<file path="src/sv/himt_pkg.sv">
package himt_pkg;

  // Input word layout, lowest bit first
  localparam int IN_TDATA_W  = 152;
  localparam int FUNC_W      = 3;
  localparam int IDX_W       = 8;
  localparam int HDL_W       = 64;
  localparam int FUNC_LSB    = 0;
  localparam int PIDX_LSB    = 3;
  localparam int DIDX_LSB    = 11;
  localparam int PHDL_LSB    = 19;
  localparam int DHDL_LSB    = 83;

  // Result word layout, lowest bit first
  localparam int OUT_TDATA_W = 80;
  localparam int STATUS_W    = 2;
  localparam int STATUS_LSB  = 0;
  localparam int HOUT_LSB    = 2;
  localparam int IOUT_LSB    = 66;

  localparam logic [FUNC_W-1:0] FN_INSERT   = 3'd0;
  localparam logic [FUNC_W-1:0] FN_REMOVE   = 3'd1;
  localparam logic [FUNC_W-1:0] FN_GET_PHDL = 3'd2;
  localparam logic [FUNC_W-1:0] FN_GET_DHDL = 3'd3;
  localparam logic [FUNC_W-1:0] FN_GET_PIDX = 3'd4;
  localparam logic [FUNC_W-1:0] FN_GET_DIDX = 3'd5;

  localparam logic [STATUS_W-1:0] ST_OK   = 2'd0;
  localparam logic [STATUS_W-1:0] ST_MISS = 2'd1;
  localparam logic [STATUS_W-1:0] ST_FULL = 2'd2;

  typedef enum logic [4:0] {
    S_IDLE   = 5'b00001,
    S_INSERT = 5'b00010,
    S_SCAN   = 5'b00100,
    S_SHIFT  = 5'b01000,
    S_DONE   = 5'b10000
  } ctrl_state_t;

  typedef struct packed {
    logic load;
    logic scan;
    logic shift_start;
    logic shift;
    logic insert;
    logic dec_count;
    logic emit;
  } ctrl_cmd_t;

  typedef struct packed {
    logic hit;
    logic scan_end;
    logic is_remove;
    logic out_free;
  } ctrl_sts_t;

endpackage

</file>
<file path="src/sv/himt_ctrl.sv">
module himt_ctrl
  import himt_pkg::*;
(
  input  logic              clk,
  input  logic              rst_n,
  input  logic              in_tvalid,
  input  logic [FUNC_W-1:0] in_func,
  output logic              in_tready,
  output ctrl_cmd_t         cmd,
  input  ctrl_sts_t         sts
);

  ctrl_state_t state_r, state_nxt;

  always_comb begin
    state_nxt = state_r;
    cmd       = '0;
    in_tready = (state_r == S_IDLE);
    case (state_r)
      S_IDLE: begin
        if (in_tvalid) begin
          cmd.load = 1'b1;
          case (in_func)
            FN_INSERT: begin
              state_nxt = S_INSERT;
            end
            FN_REMOVE, FN_GET_PHDL, FN_GET_DHDL, FN_GET_PIDX, FN_GET_DIDX: begin
              state_nxt = S_SCAN;
            end
            default: begin
              state_nxt = S_DONE;
            end
          endcase
        end
      end
      S_INSERT: begin
        cmd.insert = 1'b1;
        state_nxt  = S_DONE;
      end
      S_SCAN: begin
        cmd.scan = 1'b1;
        if (sts.hit) begin
          if (sts.is_remove) begin
            cmd.shift_start = 1'b1;
            state_nxt       = S_SHIFT;
          end else begin
            state_nxt = S_DONE;
          end
        end else if (sts.scan_end) begin
          state_nxt = S_DONE;
        end
      end
      S_SHIFT: begin
        cmd.shift = 1'b1;
        if (sts.scan_end) begin
          cmd.dec_count = 1'b1;
          state_nxt     = S_DONE;
        end
      end
      S_DONE: begin
        if (sts.out_free) begin
          cmd.emit  = 1'b1;
          state_nxt = S_IDLE;
        end
      end
      default: begin
        state_nxt = S_IDLE;
      end
    endcase
  end

  always_ff @(posedge clk) begin
    if (!rst_n) begin
      state_r <= S_IDLE;
    end else begin
      state_r <= state_nxt;
    end
  end

`ifndef NO_ASSERTIONS
  a_lookup_hit_done: assert property (@(posedge clk) disable iff (!rst_n)
    (state_r == S_SCAN && sts.hit && !sts.is_remove) |=> (state_r == S_DONE))
    else $error("lookup hit did not finish");
  a_remove_hit_shift: assert property (@(posedge clk) disable iff (!rst_n)
    (state_r == S_SCAN && sts.hit && sts.is_remove) |=> (state_r == S_SHIFT))
    else $error("remove hit did not start compaction");
`endif

endmodule

</file>
<file path="config.mk">
export PLATFORM = sky130hd
export DESIGN_NAME = himt_ctrl
export DESIGN_NICKNAME = d
export VERILOG_FILES = /design/src/sv/himt_pkg.sv /design/src/sv/himt_ctrl.sv
export SDC_FILE = /design/constraint.sdc
export NUM_CORES = 1
export LEC_CHECK = 0
export ABC_AREA = 1
export CAP_MARGIN = 10
export CORE_AREA = 2 2 39 41
export CTS_CLUSTER_DIAMETER = 150
export DETAILED_ROUTE_END_ITERATION = 16
export DIE_AREA = 0 0 41 43
export DONT_BUFFER_PORTS = 1
export GPL_ROUTABILITY_DRIVEN = 1
export SLEW_MARGIN = 15
export SYNTH_ARGS = -nofsm -noshare
export SYNTH_HDL_FRONTEND = slang
export SYNTH_SLANG_ARGS = --single-unit
</file>
<file path="constraint.sdc">
create_clock -name clk -period 1.7 [get_ports clk]
set_input_delay 0.34 -clock clk [delete_from_list [all_inputs] [get_ports clk]]
set_output_delay 0.34 -clock clk [all_outputs]
set_load 0.1 [all_outputs]
</file>
======== After elaboration in Yosys (flattened, before gate mapping) ========
Index checks and enable logic that the tools add are counted.
storage, ports and cells
  register bits ........................... 5
  output and inout port bits .............. 8
  logic and storage cells ................. 34
cells by class
  reduce and logical (&&, ||, !) cells .... 3
  equality and inequality tests ........... 12
  mux-type cells .......................... 18
operator list
  cell                                           count
  2-to-1 mux 5 bit                               5
  case mux 5 bit (5 select lines)                1
  2-to-1 mux 1 bit                               10
  case mux 5 bit (2 select lines)                1
  == test 3 x 2 -> 1 bit, second input constant  2
  == test 3 bit, second input constant           2
  == test 5 x 1 -> 1 bit, second input constant  1
  == test 5 x 2 -> 1 bit, second input constant  1
  == test 5 x 3 -> 1 bit, second input constant  1
  == test 5 x 4 -> 1 bit, second input constant  1
  == test 5 bit, second input constant           1
  OR reduction 5 bit                             1
  != test 2 bit, second input constant           2
  == test 3 x 1 -> 1 bit, second input constant  1
  zero test 3 bit                                1
  2-to-1 mux 2 bit                               1
  AND reduction 2 bit                            1

======== Longest topological paths before layout ========
Gate-level depths: netlist of the first run.
  depth in word-level cells ............... 5
  gate-level depth with buffers ........... 8
  mapped depth without buffers ............ 8

======== Least setup slack after synthesis of the first run ========
No wires, ideal clock.
  path kind ............................... flip-flop to output port
  start point ............................. register state_r[0]
  end point ............................... output cmd[6] (netlist bit)
  stages on the path, launching flop included .. 5
  required time ........................... 1.360 ns
  data arrival time ....................... 1.885 ns
  slack ................................... -0.525 ns
  path through ............................ dfxtp_1 -> inv_2 -> nor2_4 -> nand3_2 -> nor2_1
RTL lines
  element                   line             source
  start: declaration        himt_ctrl.sv:13  ctrl_state_t state_r, state_nxt;
  start signal: assignment  himt_ctrl.sv:76  state_r <= state_nxt;
  end: declaration          himt_ctrl.sv:9   output ctrl_cmd_t cmd,

==> reports/summary.txt, run 1 <==
post-synthesis cell type count: 16
vias per inst: 4.51
Post-Synthesis Cells: 62
crit start category: register
worst setup path category: register to output pin
Starting Density: 29.2%
Max Cap Viol: 0
residual DRC count: 0
Fin. Hold Viols: 0
Leak: 0.000301 µW
post-CTS resize count: 0
WL/cell: 9.73 µm
Die Height: 43 µm
CTS tree: yes
Tmin final: 1.60 ns
fin cells: 90
pre-CTS WS: 0.309 ns
vias after detailed routing: 406
io pins: 18
# fillers: 142
number of buffers created by CTS: 3
vias in the first global route: 400
Layout area overhead: 51.1%
CP arrival: 1.26 ns
Top FF cell, synth: dfxtp_1
Cell Area, Placed: 584 µm²
Congestion Overflow GR: 0
largest net degree at the start of global routing: 8
ant diodes: 0
syn_area_per_cell: 6.52 µm²
HP Class: input pin to register
slew margin rel.: 80.0%
final wirelength: 876 µm
Yosys warnings: 0
Core Util, Final: 44.1%
Top Registers: state_r: 5 flops
Post-synth EDFFs: 0
# setup viols final: 0
antenna viol nets, final: 0
routability cong.: 0.772
clock sinks: 5
FF+latch count, synth: 5
clk slew on worst S/H paths: 0.04 ns
critical path capture point type: output pin
dpl cells: 86
max reg flops: 5
Starting DRT DRC Count: 3
htree depth: 1
core box area: 1380 µm²
Worst Path Max Fanout: 3
Clock Tree Buf Depth: 2
sequential area share after synthesis: 24.8%
number of port buffers: 0
fin. max-slew vios: 0
Layout Nets: 85
DP HPWL: 770 µm
Die Area: 1760 µm²
ys async rst share: 0%
layout cells sized above 1: 40.5%
CTS root buffer: clkbuf_4
final critical-path share of the clock period: 93.9%
Final Instance Area: 611 µm²
Pre-antenna DRT Iters: 2
gr usage total: 11.9%
f_max: 626 MHz
hold_buf cts: 0
setup repair bufs after CTS: 0
Synth Net Count: 72
clock skew: 0.00435 ns
Biggest register: state_r
unrepaired setup endpoints after global routing: no
global-route wire length before repair: 1450 µm
Cell Area, Synth: 404 µm²
power per cell area: 1070 nW/µm²
worst slew pin tran: 0.299 ns
Clock Latency Late Sink: 0.24 ns
outcome: finished, final reports clean
Peak VDD IR: 0.860 mV
Worst EP required: 1.36 ns
initial antenna violation count: 0
die width: 41 µm
num rows: 14
min setup slack post-route: 0.103 ns
[final timing paths]
kind                            from                      end  slack, ns  cells after the start
max          state_r[3]$_SDFFE_PN0P_                   cmd[3]       0.10                      5
min                       in_func[0]  state_r[1]$_SDFFE_PN0P_       0.28                      3
max reg2reg  state_r[0]$_SDFFE_PN1P_  state_r[2]$_SDFFE_PN0P_       0.30                      7
min reg2reg  state_r[3]$_SDFFE_PN0P_  state_r[3]$_SDFFE_PN0P_       0.62                      4
[layout make-up]
| type | count | area (µm²) | area share (%) |
|---|---|---|---|
| Tap cell | 16 | 20.0 | 3.28 |
| Sequential cell | 5 | 103 | 16.8 |
| Inverter | 15 | 56.3 | 9.22 |
| Clock buffer | 4 | 26.3 | 4.30 |
| Multi-Input combinational cell | 42 | 258 | 42.2 |
| Timing Repair Buffer | 8 | 148 | 24.2 |
[stage by stage]
stage	power [µW]	hold WS [ns]	setup TNS (ns)
finish	650	0.279	0
global route	689	0.291	0
CTS	660	0.272	0
detailed placement	521	0.521	0
global placement	517	0.520	0
floorplan	420	0.506	-0.568
[logic make-up after synthesis]
kind of cell           Yosys count  synth area share, %
DFF                              5                 24.8
AOI/OAI and AO/OA                4                 5.57
buffers and inverters           15                 13.9
and+or+nand+nor                 38                 55.7
[cells in the final DEF, fill, tap and decap left out, drive strengths merged]
cell,instances
dfxtp,5
nand3,4
nor3,1
a21oi,2
o21ai,1
nand2,11
buf,8
nor3b,1
inv,15
clkbuf,4
nor2,14
nand4,6
o21bai,1
nor4,1
[power breakdown]
group          internal (µW)  total (µW)  switching [µW]  leakage, µW
Sequential               133         149            16.2    0.0000411
Clock                   88.4         132            43.7    0.0000150
Combinational            121         369             248     0.000245
Total                    342         650             308     0.000301
[synth_stat cells (2+ instances only)]
cell type	count	area share [%]
inv_2	5	4.6
nand2_2	3	4.6
nor2_1	9	8.4
a21oi_1	2	2.5
dfxtp_1	5	25
nand2_1	8	7.4
inv_1	10	9.3
nand3_1	3	3.7
nand4_1	6	9.3
nor2_4	5	14
[layer usage]
layer	wire length (µm)	track usage, %
met1	386	15.1
met2	440	16.6
met3	36	1.57
met4	13	10.7
met5	0	0
[worst max-delay path, stage by stage (launching register included)]
cell and delay [ns]:
dfxtp_1 0.38, inv_2 0.06, nor2_1 0.13, nand3_1 0.15
inv_1 0.12, buf_12 0.18
Note: power is estimated with default switching activity, not from simulation.
==> run 2, diff against run 1 <==
Settings changed: RECOVER_POWER set to 100.
==> reports/summary.txt, run 2 (synthesis results as in run 1) <==
post-CTS resize count: 0 (unchanged)
die width: 41 µm (unchanged)
most frequent cells in the layout: 11 x inv_1, 8 x nand2_1, 7 x nor2_1 (was 10 x inv_1, 8 x nand2_1, 7 x nor2_1, 7 x buf_12)
slew margin rel.: 78.4% (was 80.0%)
htree depth: 1 (unchanged)
Top Registers: state_r: 5 flops (unchanged)
hold_buf cts: 0 (unchanged)
Congestion Overflow GR: 0 (unchanged)
global-route wire length before repair: 1450 µm (unchanged)
power per cell area: 1130 nW/µm² (was 1070 nW/µm²)
Max Cap Viol: 0 (unchanged)
CP arrival: 1.28 ns (was 1.26 ns)
Die Area: 1760 µm² (unchanged)
Starting DRT DRC Count: 3 (unchanged)
Biggest register: state_r (unchanged)
CP max-delay cell: dfxtp_1 (unchanged)
largest net degree at the start of global routing: 8 (unchanged)
Clk pwr share: 20.4% (was 20.3%)
Fin. Hold Viols: 0 (unchanged)
num rows: 14 (unchanged)
total power: 648 µW (was 650 µW)
Internal: 340 µW (was 342 µW)
Clock Tree Buf Depth: 2 (unchanged)
worst hold slack: 0.279 ns (unchanged)
# setup viols final: 0 (unchanged)
worst slew pin tran: 0.325 ns (was 0.299 ns)
initial antenna violation count: 0 (unchanged)
final critical-path share of the clock period: 95.6% (was 93.9%)
clock skew: 0.00435 ns (unchanged)
Peak VDD IR: 0.859 mV (was 0.860 mV)
residual DRC count: 0 (unchanged)
Worst Path Max Fanout: 3 (unchanged)
CP max stage delay: 0.37 ns (was 0.38 ns)
gr usage total: 11.9% (unchanged)
DP HPWL: 770 µm (unchanged)
Layout area overhead: 41.2% (was 51.1%)
Leak: 0.000291 µW (was 0.000301 µW)
CTS tree: yes (unchanged)
Worst EP required: 1.36 ns (about the same)
unrepaired setup endpoints after global routing: no (unchanged)
WP buf/inv: 3 (unchanged)
Starting Density: 29.2% (unchanged)
CP cell instances: inv_1 -> nor2_1 -> nand3_1 -> inv_1 -> buf_6 (was inv_2 -> nor2_1 -> nand3_1 -> inv_1 -> buf_12)
final wirelength: 895 µm (was 876 µm)
Core Util, Final: 41.2% (was 44.1%)
antenna viol nets, final: 0 (unchanged)
number of port buffers: 0 (unchanged)
number of buffers created by CTS: 3 (unchanged)
WL/cell: 9.94 µm (was 9.73 µm)
Clock Latency Late Sink: 0.24 ns (about the same)
crit start category: register (unchanged)
Seq pwr share: 23.1% (was 23.0%)
io pins: 18 (unchanged)
Layout Nets: 85 (unchanged)
CTS root buffer: clkbuf_4 (unchanged)
layout cells sized above 1: 39.2% (was 40.5%)
worst setup path category: register to output pin (unchanged)
net switching power: 308 µW (about the same)
Logic pwr share: 56.5% (was 56.7%)
core box area: 1380 µm² (unchanged)
HP Class: input pin to register (unchanged)
ant diodes: 0 (unchanged)
commonest non-fill, non-tap cell in the layout: inv_1 (unchanged)
critical path capture point type: output pin (unchanged)
vias in the first global route: 400 (unchanged)
outcome: finished, final reports clean (unchanged)
f_max: 615 MHz (was 626 MHz)
clk slew on worst S/H paths: 0.04 ns (about the same)
setup repair bufs after CTS: 0 (unchanged)
# fillers: 154 (was 142)
vias per inst: 4.57 (was 4.51)
Die Height: 43 µm (unchanged)
clock sinks: 5 (unchanged)
Top delay family on crit path: buffers and inverters (was flip-flops)
Tmin final: 1.62 ns (was 1.60 ns)
cell mode on critical path: inv_1
max reg flops: 5 (unchanged)
fin. max-slew vios: 0 (unchanged)
vias after detailed routing: 411 (was 406)
Sw Ratio: 47.5% (was 47.4%)
routability cong.: 0.772 (unchanged)
Pre-antenna DRT Iters: 2 (unchanged)
run 2: cell count changes in the layout (fill, tap and decap cells not counted), sizes merged:
cell | before | now
buf | 8 | 7
clkbuf | 4 | 5
run 2: area by class of cell:
cell class / instances / area (µm²) / share of cell area, %
multi-input combinational: 42 / 258 / 45.2
timing repair buffer: 8 / 108 / 18.9
sequential: 5 / 103 / 18.0
inverter: 15 / 56.3 / 9.87
clock buffer: 4 / 26.3 / 4.61
tap: 16 / 20.0 / 3.51
run 2: power groups by stage:
stage               Clock [µW]  Sequential (µW)  Combinational (µW)
global route               146              151                 389
CTS                        140              149                 371
floorplan                    0              149                 271
detailed placement           0              151                 369
global placement             0              151                 366
finish                     132              149                 366
run 2: worst reg2reg max path: cells and delay by family (launching register included):
family / cells / cell delay [ns]
simple gates: 5 / 0.57
buf+inv: 1 / 0.35
flops: 1 / 0.33
compound gates: 1 / 0.13
run 2: final timing paths:
kind                                              start                      end  slack (ns)  cells past startpoint
worst max-delay path            state_r[3]$_SDFFE_PN0P_                   cmd[3]        0.08                      5
worst min-delay path                         in_func[0]  state_r[1]$_SDFFE_PN0P_        0.28                      3
worst max register to register  state_r[0]$_SDFFE_PN1P_  state_r[2]$_SDFFE_PN0P_        0.26                      7
worst min register to register  state_r[4]$_SDFFE_PN0P_  state_r[4]$_SDFFE_PN0P_        0.63                      2
run 2: stage by stage:
stage / cell area [µm²] / setup WS [ns] / setup TNS (ns) / cells
after floorplan: 417 / -0.306 / -0.568 / 62
after global placement: 584 / 0.349 / 0 / 86
after detailed placement: 584 / 0.309 / 0 / 86
after CTS: 611 / 0.0955 / 0 / 90
after global routing: 571 / 0.0234 / 0 / 90
final: 571 / 0.0752 / 0 / 90
run 2: metal layers:
metal | global-route usage (%) | wire length, µm
met4 | 10.7 | 13
met1 | 15.1 | 398
met5 | 0 | 0
met2 | 16.6 | 438
met3 | 1.57 | 44
